`src/rvic_pkg.sv`:
```
`default_nettype none
package rvic_pkg;

  localparam int WORD_W = 32;
  localparam int ID_W   = 6;
  localparam int CLS_W  = 4;

  localparam logic [6:0] OPC_LUI    = 7'h37;
  localparam logic [6:0] OPC_AUIPC  = 7'h17;
  localparam logic [6:0] OPC_JAL    = 7'h6f;
  localparam logic [6:0] OPC_JALR   = 7'h67;
  localparam logic [6:0] OPC_BRANCH = 7'h63;
  localparam logic [6:0] OPC_LOAD   = 7'h03;
  localparam logic [6:0] OPC_STORE  = 7'h23;
  localparam logic [6:0] OPC_OPIMM  = 7'h13;
  localparam logic [6:0] OPC_OP     = 7'h33;
  localparam logic [6:0] OPC_SYSTEM = 7'h73;

  localparam logic [WORD_W-1:0] WORD_NOP = 32'h0000_0013;

  localparam logic [6:0] F7_BASE = 7'h00;
  localparam logic [6:0] F7_MUL  = 7'h01;
  localparam logic [6:0] F7_ALT  = 7'h20;

  // Opcode classes
  localparam logic [CLS_W-1:0] CLS_NONE   = 4'd0;
  localparam logic [CLS_W-1:0] CLS_LUI    = 4'd1;
  localparam logic [CLS_W-1:0] CLS_AUIPC  = 4'd2;
  localparam logic [CLS_W-1:0] CLS_JAL    = 4'd3;
  localparam logic [CLS_W-1:0] CLS_JALR   = 4'd4;
  localparam logic [CLS_W-1:0] CLS_BRANCH = 4'd5;
  localparam logic [CLS_W-1:0] CLS_LOAD   = 4'd6;
  localparam logic [CLS_W-1:0] CLS_STORE  = 4'd7;
  localparam logic [CLS_W-1:0] CLS_SYSTEM = 4'd8;
  localparam logic [CLS_W-1:0] CLS_OPIMM  = 4'd9;
  localparam logic [CLS_W-1:0] CLS_OP     = 4'd10;

  // Instruction numbers
  localparam logic [ID_W-1:0] ID_NONE   = 6'd0;
  localparam logic [ID_W-1:0] ID_ADDI   = 6'd1;
  localparam logic [ID_W-1:0] ID_SLTI   = 6'd2;
  localparam logic [ID_W-1:0] ID_ANDI   = 6'd3;
  localparam logic [ID_W-1:0] ID_ORI    = 6'd4;
  localparam logic [ID_W-1:0] ID_XORI   = 6'd5;
  localparam logic [ID_W-1:0] ID_SLLI   = 6'd6;
  localparam logic [ID_W-1:0] ID_SRLI   = 6'd7;
  localparam logic [ID_W-1:0] ID_SRAI   = 6'd8;
  localparam logic [ID_W-1:0] ID_LUI    = 6'd9;
  localparam logic [ID_W-1:0] ID_AUIPC  = 6'd10;
  localparam logic [ID_W-1:0] ID_ADD    = 6'd11;
  localparam logic [ID_W-1:0] ID_SLT    = 6'd12;
  localparam logic [ID_W-1:0] ID_SLTU   = 6'd13;
  localparam logic [ID_W-1:0] ID_AND    = 6'd14;
  localparam logic [ID_W-1:0] ID_OR     = 6'd15;
  localparam logic [ID_W-1:0] ID_XOR    = 6'd16;
  localparam logic [ID_W-1:0] ID_SLL    = 6'd17;
  localparam logic [ID_W-1:0] ID_SRL    = 6'd18;
  localparam logic [ID_W-1:0] ID_SUB    = 6'd19;
  localparam logic [ID_W-1:0] ID_SLTIU  = 6'd20;
  localparam logic [ID_W-1:0] ID_SRA    = 6'd21;
  localparam logic [ID_W-1:0] ID_NOP    = 6'd22;
  localparam logic [ID_W-1:0] ID_JAL    = 6'd23;
  localparam logic [ID_W-1:0] ID_JALR   = 6'd24;
  localparam logic [ID_W-1:0] ID_BEQ    = 6'd25;
  localparam logic [ID_W-1:0] ID_BNE    = 6'd26;
  localparam logic [ID_W-1:0] ID_BLT    = 6'd27;
  localparam logic [ID_W-1:0] ID_BGE    = 6'd28;
  localparam logic [ID_W-1:0] ID_BLTU   = 6'd29;
  localparam logic [ID_W-1:0] ID_BGEU   = 6'd30;
  localparam logic [ID_W-1:0] ID_CSRRW  = 6'd31;
  localparam logic [ID_W-1:0] ID_CSRRS  = 6'd32;
  localparam logic [ID_W-1:0] ID_CSRRC  = 6'd33;
  localparam logic [ID_W-1:0] ID_LB     = 6'd40;
  localparam logic [ID_W-1:0] ID_LH     = 6'd41;
  localparam logic [ID_W-1:0] ID_LW     = 6'd42;
  localparam logic [ID_W-1:0] ID_LBU    = 6'd43;
  localparam logic [ID_W-1:0] ID_LHU    = 6'd44;
  localparam logic [ID_W-1:0] ID_SB     = 6'd45;
  localparam logic [ID_W-1:0] ID_SH     = 6'd46;
  localparam logic [ID_W-1:0] ID_SW     = 6'd47;
  localparam logic [ID_W-1:0] ID_MUL    = 6'd50;
  localparam logic [ID_W-1:0] ID_REM    = 6'd52;
  localparam logic [ID_W-1:0] ID_MULH   = 6'd53;
  localparam logic [ID_W-1:0] ID_MULHSU = 6'd54;
  localparam logic [ID_W-1:0] ID_MULHU  = 6'd55;

  typedef struct packed {
    logic             is_nop;
    logic [CLS_W-1:0] cls;
    logic [2:0]       f3;
    logic             f7_base;
    logic             f7_mul;
    logic             f7_alt;
  } fields_t;

  function automatic logic [ID_W-1:0] lookup_id(input fields_t d);
    logic [ID_W-1:0] id;
    id = ID_NONE;
    if (d.is_nop) begin
      id = ID_NOP;
    end else begin
      case (d.cls)
        CLS_LUI:   id = ID_LUI;
        CLS_AUIPC: id = ID_AUIPC;
        CLS_JAL:   id = ID_JAL;
        CLS_JALR:  id = (d.f3 == 3'd0) ? ID_JALR : ID_NONE;
        CLS_BRANCH: begin
          case (d.f3)
            3'd0:    id = ID_BEQ;
            3'd1:    id = ID_BNE;
            3'd4:    id = ID_BLT;
            3'd5:    id = ID_BGE;
            3'd6:    id = ID_BLTU;
            3'd7:    id = ID_BGEU;
            default: id = ID_NONE;
          endcase
        end
        CLS_LOAD: begin
          case (d.f3)
            3'd0:    id = ID_LB;
            3'd1:    id = ID_LH;
            3'd2:    id = ID_LW;
            3'd4:    id = ID_LBU;
            3'd5:    id = ID_LHU;
            default: id = ID_NONE;
          endcase
        end
        CLS_STORE: begin
          case (d.f3)
            3'd0:    id = ID_SB;
            3'd1:    id = ID_SH;
            3'd2:    id = ID_SW;
            default: id = ID_NONE;
          endcase
        end
        CLS_SYSTEM: begin
          case (d.f3)
            3'd1:    id = ID_CSRRW;
            3'd2:    id = ID_CSRRS;
            3'd3:    id = ID_CSRRC;
            default: id = ID_NONE;
          endcase
        end
        CLS_OPIMM: begin
          case (d.f3)
            3'd0:    id = ID_ADDI;
            3'd1:    id = d.f7_base ? ID_SLLI : ID_NONE;
            3'd2:    id = ID_SLTI;
            3'd3:    id = ID_SLTIU;
            3'd4:    id = ID_XORI;
            3'd5:    id = d.f7_base ? ID_SRLI : (d.f7_alt ? ID_SRAI : ID_NONE);
            3'd6:    id = ID_ORI;
            3'd7:    id = ID_ANDI;
            default: id = ID_NONE;
          endcase
        end
        CLS_OP: begin
          if (d.f7_base) begin
            case (d.f3)
              3'd0:    id = ID_ADD;
              3'd1:    id = ID_SLL;
              3'd2:    id = ID_SLT;
              3'd3:    id = ID_SLTU;
              3'd4:    id = ID_XOR;
              3'd5:    id = ID_SRL;
              3'd6:    id = ID_OR;
              3'd7:    id = ID_AND;
              default: id = ID_NONE;
            endcase
          end else if (d.f7_mul) begin
            case (d.f3)
              3'd0:    id = ID_MUL;
              3'd1:    id = ID_MULH;
              3'd2:    id = ID_MULHSU;
              3'd3:    id = ID_MULHU;
              3'd6:    id = ID_REM;
              default: id = ID_NONE;
            endcase
          end else if (d.f7_alt) begin
            case (d.f3)
              3'd0:    id = ID_SUB;
              3'd5:    id = ID_SRA;
              default: id = ID_NONE;
            endcase
          end
        end
        default: id = ID_NONE;
      endcase
    end
    return id;
  endfunction

endpackage
`default_nettype wire

```
`src/rvic_field_decode.sv`:
```
`default_nettype none
module rvic_field_decode
  import rvic_pkg::*;
(
  input  wire logic [WORD_W-1:0] word,
  output fields_t                fields
);

  logic [6:0] opc;
  logic [6:0] f7;

  assign opc = word[6:0];
  assign f7  = word[31:25];

  always_comb begin
    fields.is_nop  = (word == WORD_NOP);
    fields.f3      = word[14:12];
    fields.f7_base = (f7 == F7_BASE);
    fields.f7_mul  = (f7 == F7_MUL);
    fields.f7_alt  = (f7 == F7_ALT);
    case (opc)
      OPC_LUI:    fields.cls = CLS_LUI;
      OPC_AUIPC:  fields.cls = CLS_AUIPC;
      OPC_JAL:    fields.cls = CLS_JAL;
      OPC_JALR:   fields.cls = CLS_JALR;
      OPC_BRANCH: fields.cls = CLS_BRANCH;
      OPC_LOAD:   fields.cls = CLS_LOAD;
      OPC_STORE:  fields.cls = CLS_STORE;
      OPC_SYSTEM: fields.cls = CLS_SYSTEM;
      OPC_OPIMM:  fields.cls = CLS_OPIMM;
      OPC_OP:     fields.cls = CLS_OP;
      default:    fields.cls = CLS_NONE;
    endcase
  end

endmodule
`default_nettype wire

```
`src/rv32im_instruction_classifier_core.sv`:
```
`default_nettype none
// Channel  | Ports                             | Handshake
// ---------+-----------------------------------+------------------------------
// input    | instruction_word                  | start && !busy at clk edge
// result   | recognized, instruction_id        | done, one cycle, no backpressure
//
// One instruction word enters per cycle; busy is never raised.
// The stages are capture, field decode, id lookup.
// Each stage is one register rank with a valid bit alongside the data.
// rst (synchronous) clears the valid bits only; payload is not reset.
// The receiver cannot stall, so the pipeline never holds.
module rv32im_instruction_classifier_core
  import rvic_pkg::*;
(
  input  wire logic              clk,
  input  wire logic              rst,
  input  wire logic              start,
  output logic                   busy,
  input  wire logic [WORD_W-1:0] instruction_word,
  output logic                   done,
  output logic                   recognized,
  output logic [ID_W-1:0]        instruction_id
);

  logic              s1_valid;
  logic [WORD_W-1:0] s1_word;
  logic              s2_valid;
  fields_t           s2_fields;
  fields_t           s2_fields_next;
  logic              s3_valid;
  logic [ID_W-1:0]   s3_id;
  logic [ID_W-1:0]   s3_id_next;

  assign busy = 1'b0;

  rvic_field_decode u_decode (
    .word   (s1_word),
    .fields (s2_fields_next)
  );

  assign s3_id_next = lookup_id(s2_fields);

  always_ff @(posedge clk) begin
    if (rst) begin
      s1_valid <= 1'b0;
      s2_valid <= 1'b0;
      s3_valid <= 1'b0;
    end else begin
      s1_valid <= start && !busy;
      s2_valid <= s1_valid;
      s3_valid <= s2_valid;
    end
  end

  // advance payload every cycle
  always_ff @(posedge clk) begin
    s1_word   <= instruction_word;
    s2_fields <= s2_fields_next;
    s3_id     <= s3_id_next;
  end

  assign done           = s3_valid;
  assign recognized     = s3_valid && (s3_id != ID_NONE);
  assign instruction_id = s3_valid ? s3_id : ID_NONE;

  a_latency: assert property (@(posedge clk) disable iff (rst)
    (!$past(rst, 1) && !$past(rst, 2) && !$past(rst, 3)) |-> (done == $past(start, 3)))
    else $error("result strobe does not follow accepted transaction by three cycles");

  a_nop: assert property (@(posedge clk) disable iff (rst)
    ($past(start, 3) && ($past(instruction_word, 3) == WORD_NOP) &&
     !$past(rst, 1) && !$past(rst, 2) && !$past(rst, 3))
    |-> (done && recognized && (instruction_id == ID_NOP)))
    else $error("canonical NOP not reported as NOP");

  a_lui: assert property (@(posedge clk) disable iff (rst)
    ($past(start, 3) && ($past(instruction_word[6:0], 3) == OPC_LUI) &&
     !$past(rst, 1) && !$past(rst, 2) && !$past(rst, 3))
    |-> (recognized && (instruction_id == ID_LUI)))
    else $error("LUI opcode lost in pipeline");

  a_idle: assert property (@(posedge clk) !done |-> (!recognized && (instruction_id == ID_NONE)))
    else $error("result ports active without strobe");

endmodule
`default_nettype wire

```
`config.mk`:
```
export PLATFORM = sky130hd
export DESIGN_NAME = rv32im_instruction_classifier_core
export DESIGN_NICKNAME = d
export VERILOG_FILES = /design/src/rvic_pkg.sv /design/src/rvic_field_decode.sv /design/src/rv32im_instruction_classifier_core.sv
export SDC_FILE = /design/constraint.sdc
export NUM_CORES = 1
export LEC_CHECK = 0
export BUFFER_PORTS_ARGS = -buffer_cell sky130_fd_sc_hd__buf_2
export CAP_MARGIN = 20
export CORE_MARGIN = 1
export CORE_UTILIZATION = 53
export DETAILED_ROUTE_END_ITERATION = 12
export PLACE_DENSITY = 0.78
export SYNTH_ARGS = -nofsm -noshare
export SYNTH_HDL_FRONTEND = slang
export SYNTH_SLANG_ARGS = --single-unit
```
`constraint.sdc`:
```
create_clock -name clk -period 2.1 [get_ports clk]
set_input_delay 0.525 -clock clk [delete_from_list [all_inputs] [get_ports clk]]
set_output_delay 0.525 -clock clk [all_outputs]
set_load 0.03 [all_outputs]
```
==> results of run 1 <==
[layer usage]
layer  track usage  vias to the layer above  wire length, um
met5             0                        -                0
met4        0.1250                        0              155
met3       0.05382                       18              352
met2        0.3202                       94             1755
met1        0.2700                      778             1736
li1              -                      888                -
[path summary, 6_finish.rpt]
path | to | slack, ps | cells past startpoint
worst min register to register | s2_fields[4]$_DFF_P_ | 380 | 0
worst min-delay path | s1_word[7]$_DFF_P_ | 320 | 1
worst max-delay path | recognized | 60 | 3
worst max register to register | s3_id[0]$_SDFF_PP0_ | 340 | 5
[layout make-up]
cell class	instances	area, um^2
clock buffers	5	68.82
clock inverters	2	16.27
fillers	316	1303
inverters	6	22.52
multi-input cells	155	940.9
flip-flops and latches	56	1121
well taps	48	60.06
repair buffers	45	239.0
[placed cells by master (no fill, tap or decap), types with 3 or more instances in the layout]
cell type and count:
a31oi_1 4, nand2_1 17, buf_4 3, or4_1 3, nor3b_1 5, buf_2 41, nor2_1 18, clkbuf_8 5
a21oi_1 11, inv_1 6, and2_1 7, nand2b_1 5, dfxtp_1 56, nand3_1 10, o21ai_0 8, nor2b_1 13
o31a_1 3, nor3_1 5, nor4_1 6
[flip-flops by register name (all words and copies together) (netlist names), named ones only]
name and flops:
s2_valid 1, s3_id 6, s2_fields 11, s1_valid 1, s1_word 32, done 1
[logic make-up after synthesis]
| family | synth area share |
|---|---|
| multiplexers | 0.004659 |
| AND/OR/NAND/NOR | 0.2603 |
| other | 0.001746 |
| buffers and inverters | 0.04019 |
| XOR/XNOR | 0.01223 |
| AO/OA/AOI/OAI | 0.1590 |
| flip-flops | 0.5218 |
[report_power, final]
group          switching, mW  total [mW]  internal, mW  leakage, nW
logic                 0.0497       0.106        0.0561        0.496
registers             0.0385        1.15          1.11        0.467
clock network          0.310       0.542         0.232       0.0406
[through the flow]
stage	std cells	TNS [ps]	setup WS [ps]	area, um^2	hold WS, ps
5_1_grt	317	-10.15	-10.15	2469	300.6
3_3_place_gp	310	0	377.5	2377	369.8
2_1_floorplan	227	0	437.7	2148	360.0
4_1_cts	317	0	44.79	2462	314.4
3_5_place_dp	310	0	361.1	2377	370.0
6_report	317	0	60.15	2469	318.9
==> flow_summary.yaml, run 1 <==
floorplanning:
  num_io_pins: 44
  rows: 22
  dieHeight_um: 65.67
  die-area_um2: 4312
  core_area_um2: 3771
  die_x_um: 65.67
  initial_core_util: 0.5697
layout:
  final_nets: 304
  fin_util: 0.6546
  antennaDiodeCount: 0
  areaGrowthSynthToFinish_pct: 14.91
  layout-drive-gt1-share: 0.2119
worst_setup_path:
  path_cells: "or4_1 -> o31a_1 -> buf_6"
  cp_slowest_cell: "or4_1"
  rr_startpoint: "s2_fields[7]$_DFF_P_"
  startpoint: "s3_id[4]$_SDFF_PP1_"
  required_ps: 1570
  cpPeakStageDelay_ps: 510
  cp_max_fo: 2
  cp_top_family: "simple AND/OR/NAND/NOR gates"
  cp_num_buf_inv: 1
  critPathCaptureType: "output pin"
  cp-start-kind: "flip-flop"
  crit_arrival_ps: 1510
  setup.worst_path.class: "reg -> out"
sta:
  skew_ps: 8.028
  fmax_mhz: 490.2
  hold_viol_final: 0
  min_period_over_period: 0.9714
  finalCriticalPeriod_ps: 2040
  setup_violations: 0
  finalMaxSlewViolations: 0
job:
  max_cap_viol_count: 0
cts:
  holdBufCountCts: 0
  clock-sinks: 56
  numCtsBuffers: 5
  cts_tree: "built"
  clk_latency_ps: 300
  cts-root-buf: "clkbuf_8"
  clk_path_buf_depth: 2
  cts.clk_slew.worst_paths_ps: 90
  htree_num_levels: 2
  cts-resized-gates: 0
  cts_setup_buffers: 0
pwr:
  peakVddDrop_mv: 0.5807
  p_leak_nw: 1.004
  power.density_nw_per_um2: 727.3
  power_mw: 1.796
logic_synthesis:
  ys.flop_type: "dfxtp_1"
  yosysMostFrequentCell: "dfxtp_1"
  synth_enable_flop_cells: 0
  synth-async-reset-ratio: 0
  ys_ff_latch: 56
  yosys.area.top_type_share: 0.5218
  synth.distinct_cells: 51
  syn_inst: 227
  ys.warnings.count: 0
  synth_area_per_cell_um2: 9.464
  synth_area_leaders: "dfxtp_1 52%, nor2b_1 3.8%, nor2_1 3.1%"
  synthTopCellsByCount: "56 x dfxtp_1, 18 x nor2_1, 17 x nand2_1"
  yosysTopAreaCell: "dfxtp_1"
  syn_nets: 262
  syn_area_um2: 2148
  yosysSeqAreaShare: 0.5218
global_route:
  track_usage: 0.2117
  antenna_found_initial: 0
  gr-total-overflow: 0
  grt_pass1_vias: 1649
  grt_start_max_net_pins: 18
  grt_pass1_wl_um: 6906
route:
  drtIter0Drc: 204
  drt_wl_total_um: 3999
  wl_per_cell_um: 12.62
  vias: 1778
  antenna_left: 0
  drc_errors: 0
  vias_per_cell: 5.609
  drt_pass1_iterations: 4
worst_hold_path:
  worstHoldPathType: "in -> reg"
  hp-start: "instruction_word[7]"
placed_design:
  numPortBuffers: 42
  gp_congestion: 0.9600
  hpwlAfterDp_um: 3013
run_status:
  status: "completed"
Power figures use the tool's default switching activity.
==> run 2: changes to the inputs <==
--- a/config.mk
+++ b/config.mk
@@ -7,6 +7,7 @@
 export LEC_CHECK = 0
 export BUFFER_PORTS_ARGS = -buffer_cell sky130_fd_sc_hd__buf_2
 export CAP_MARGIN = 20
+export CORE_ASPECT_RATIO = 1.5
 export CORE_MARGIN = 1
 export CORE_UTILIZATION = 53
 export DETAILED_ROUTE_END_ITERATION = 12
==> run 2 against run 1 <==
- sequential share of layout area barely moved
- worst setup slack worse by 49 ps
- combinational power rose by 8%
- maximum frequency shrank 2.3%
- utilization fell by 2.5 points
- hold slack lost 8.5 ps
- die area rose by 0.13%
==> flow_summary.yaml, run 2 (synthesis gave the netlist of run 1 again) <==
run_status:
  status: "completed"
cts:
  clk_path_buf_depth: 2
  cts-root-buf: "clkbuf_8"
  clk_latency_ps: 310
  clock-sinks: 56
  cts_tree: "built"
  cts.clk_slew.worst_paths_ps: 100
  cts_setup_buffers: 0
  numCtsBuffers: 5
  htree_num_levels: 2
route:
  drt_wl_total_um: 4415
  vias_per_cell: 5.860
  drc_errors: 0
  drtIter0Drc: 93
  antenna_left: 0
  wl_per_cell_um: 14.06
  vias: 1840
  drt_pass1_iterations: 4
pwr:
  p_clk_frac: 0.308
  power.share.combinational: 0.063
  power.density_nw_per_um2: 735.6
  switching_share: 0.2301
  p_leak_nw: 1.003
  p_int_mw: 1.399
  peakVddDrop_mv: 0.6179
  seqPwrFrac: 0.629
  p_switching_uw: 418.1
worst_setup_path:
  crit_arrival_ps: 1560
  ff2ff_setup_slack_ps: 350
  setup.worst_path.class: "reg -> out"
  rr_startpoint: "s2_fields[7]$_DFF_P_"
  reg2reg_to: "s3_id[0]$_SDFF_PP0_"
  critPathCaptureType: "output pin"
  cp_max_fo: 2
  required_ps: 1570
  rr_worst_depth: 5
  cp-start-kind: "flip-flop"
global_route:
  track_usage: 0.2328
  grt_start_max_net_pins: 22
  grt_pass1_wl_um: 7217
  grt_pass1_vias: 1651
  antenna_found_initial: 0
  gr-total-overflow: 0
layout:
  design_area_um2: 2470
  layout_common_cells: "55 x dfxtp_1, 41 x buf_2, 18 x nor2_1"
  layout-drive-gt1-share: 0.2193
  top_regs: "s1_word: 32 flops, s2_fields: 11 flops, s3_id: 6 flops"
  antennaDiodeCount: 0
  final_nets: 304
  largest_reg_flops: 32
  areaGrowthSynthToFinish_pct: 14.97
  top_register: "s1_word"
  final_common_cell: "dfxtp_1"
floorplanning:
  die_x_um: 53.99
  num_io_pins: 44
  initial_core_util: 0.5475
  dieHeight_um: 79.98
  die-area_um2: 4317
  rows: 28
  core_area_um2: 3924
sta:
  relSlewSlack: 0.6240
  worst_slew_pin_slew_ps: 564.0
  skew_ps: 11.53
  finalCriticalPeriod_ps: 2089
  fmax_mhz: 478.7
  setup_violations: 0
  min_period_over_period: 0.9947
  finalMaxSlewViolations: 0
  rsz0062_at_grt: "yes"
  final.setup.tns_ps: 0
  hold_viol_final: 0
worst_hold_path:
  hp-start: "instruction_word[12]"
  hold_path_end: "s1_word[12]$_DFF_P_"
  min_path_cells: 1
  worstHoldPathType: "in -> reg"
placed_design:
  gp_congestion: 1.023
  hpwlAfterDp_um: 3225
  numPortBuffers: 42
  placed_area_um2: 2374
job:
  max_cap_viol_count: 0
run 2: changes by cell type in the layout (fill, tap and decap cells not counted):
| cell | before | now |
|---|---|---|
| or4_1 | 3 | 2 |
| dfxtp_1 | 56 | 55 |
| or4_4 | 0 | 1 |
| dfxtp_2 | 0 | 1 |
run 2: power groups by stage:
stage / Clock (mW) / Combinational (mW) / Sequential, mW
floorplan: 0 / 0.0732 / 1.15
global placement: 0 / 0.112 / 1.16
detailed placement: 0 / 0.112 / 1.17
CTS: 0.572 / 0.113 / 1.14
global route: 0.617 / 0.126 / 1.15
finish: 0.560 / 0.115 / 1.14
run 2: worst max path at each step:
| stage | from | end | slack, ps | depth (start not counted) |
|---|---|---|---|---|
| after CTS | s3_id[4]$_SDFF_PP1_ | recognized | 0.2 | 3 |
| final | s3_id[4]$_SDFF_PP1_ | recognized | 10 | 3 |
| after global routing | s3_id[4]$_SDFF_PP1_ | recognized | -30 | 3 |
| after detailed placement | s3_id[4]$_SDFF_PP1_ | recognized | 360 | 3 |
| after global placement | s3_id[4]$_SDFF_PP1_ | recognized | 370 | 3 |
| after floorplan | s3_id[4]$_SDFF_PP1_ | recognized | 440 | 2 |
run 2: routing by layer:
metal | track usage | wire length, um | vias up
li1 | - | - | 886
met1 | 0.2388 | 1577 | 832
met2 | 0.3827 | 2273 | 95
met3 | 0.06286 | 302 | 27
met4 | 0.1769 | 261 | 0
met5 | 0 | 0 | -
run 2: worst max-delay path: stages, from the launching register on:
cell	delay, ps
dfxtp_2	330
or4_4	520
o31a_1	260
buf_6	140
run 2: timing repair:
action                                  CTS  global route
endpoints found under the setup margin    0             1
hold buffers                              0             0
gates resized for setup                   0             5
run 2: through the flow:
step           power (mW)  worst slack [ps]  cells  hold WS (ps)  utilization
3_3_place_gp        1.277             367.3    307         371.2       0.6049
4_1_cts             1.827            0.2132    314         301.8       0.6266
3_5_place_dp        1.279             356.8    307         372.2       0.6049
6_report            1.817             11.10    314         310.4       0.6295
2_1_floorplan       1.228             437.7    227         360.0            -
5_1_grt             1.891            -32.33    314         295.4       0.6295
run 2: layout make-up:
cell class | count | area (um^2)
Clock buffer | 5 | 68.82
Clock inverter | 2 | 16.27
Fill cell | 337 | 1454
Inverter | 6 | 22.52
Multi-Input combinational cell | 155 | 944.7
Sequential cell | 56 | 1122
Tap cell | 45 | 56.30
Timing Repair Buffer | 45 | 239.0
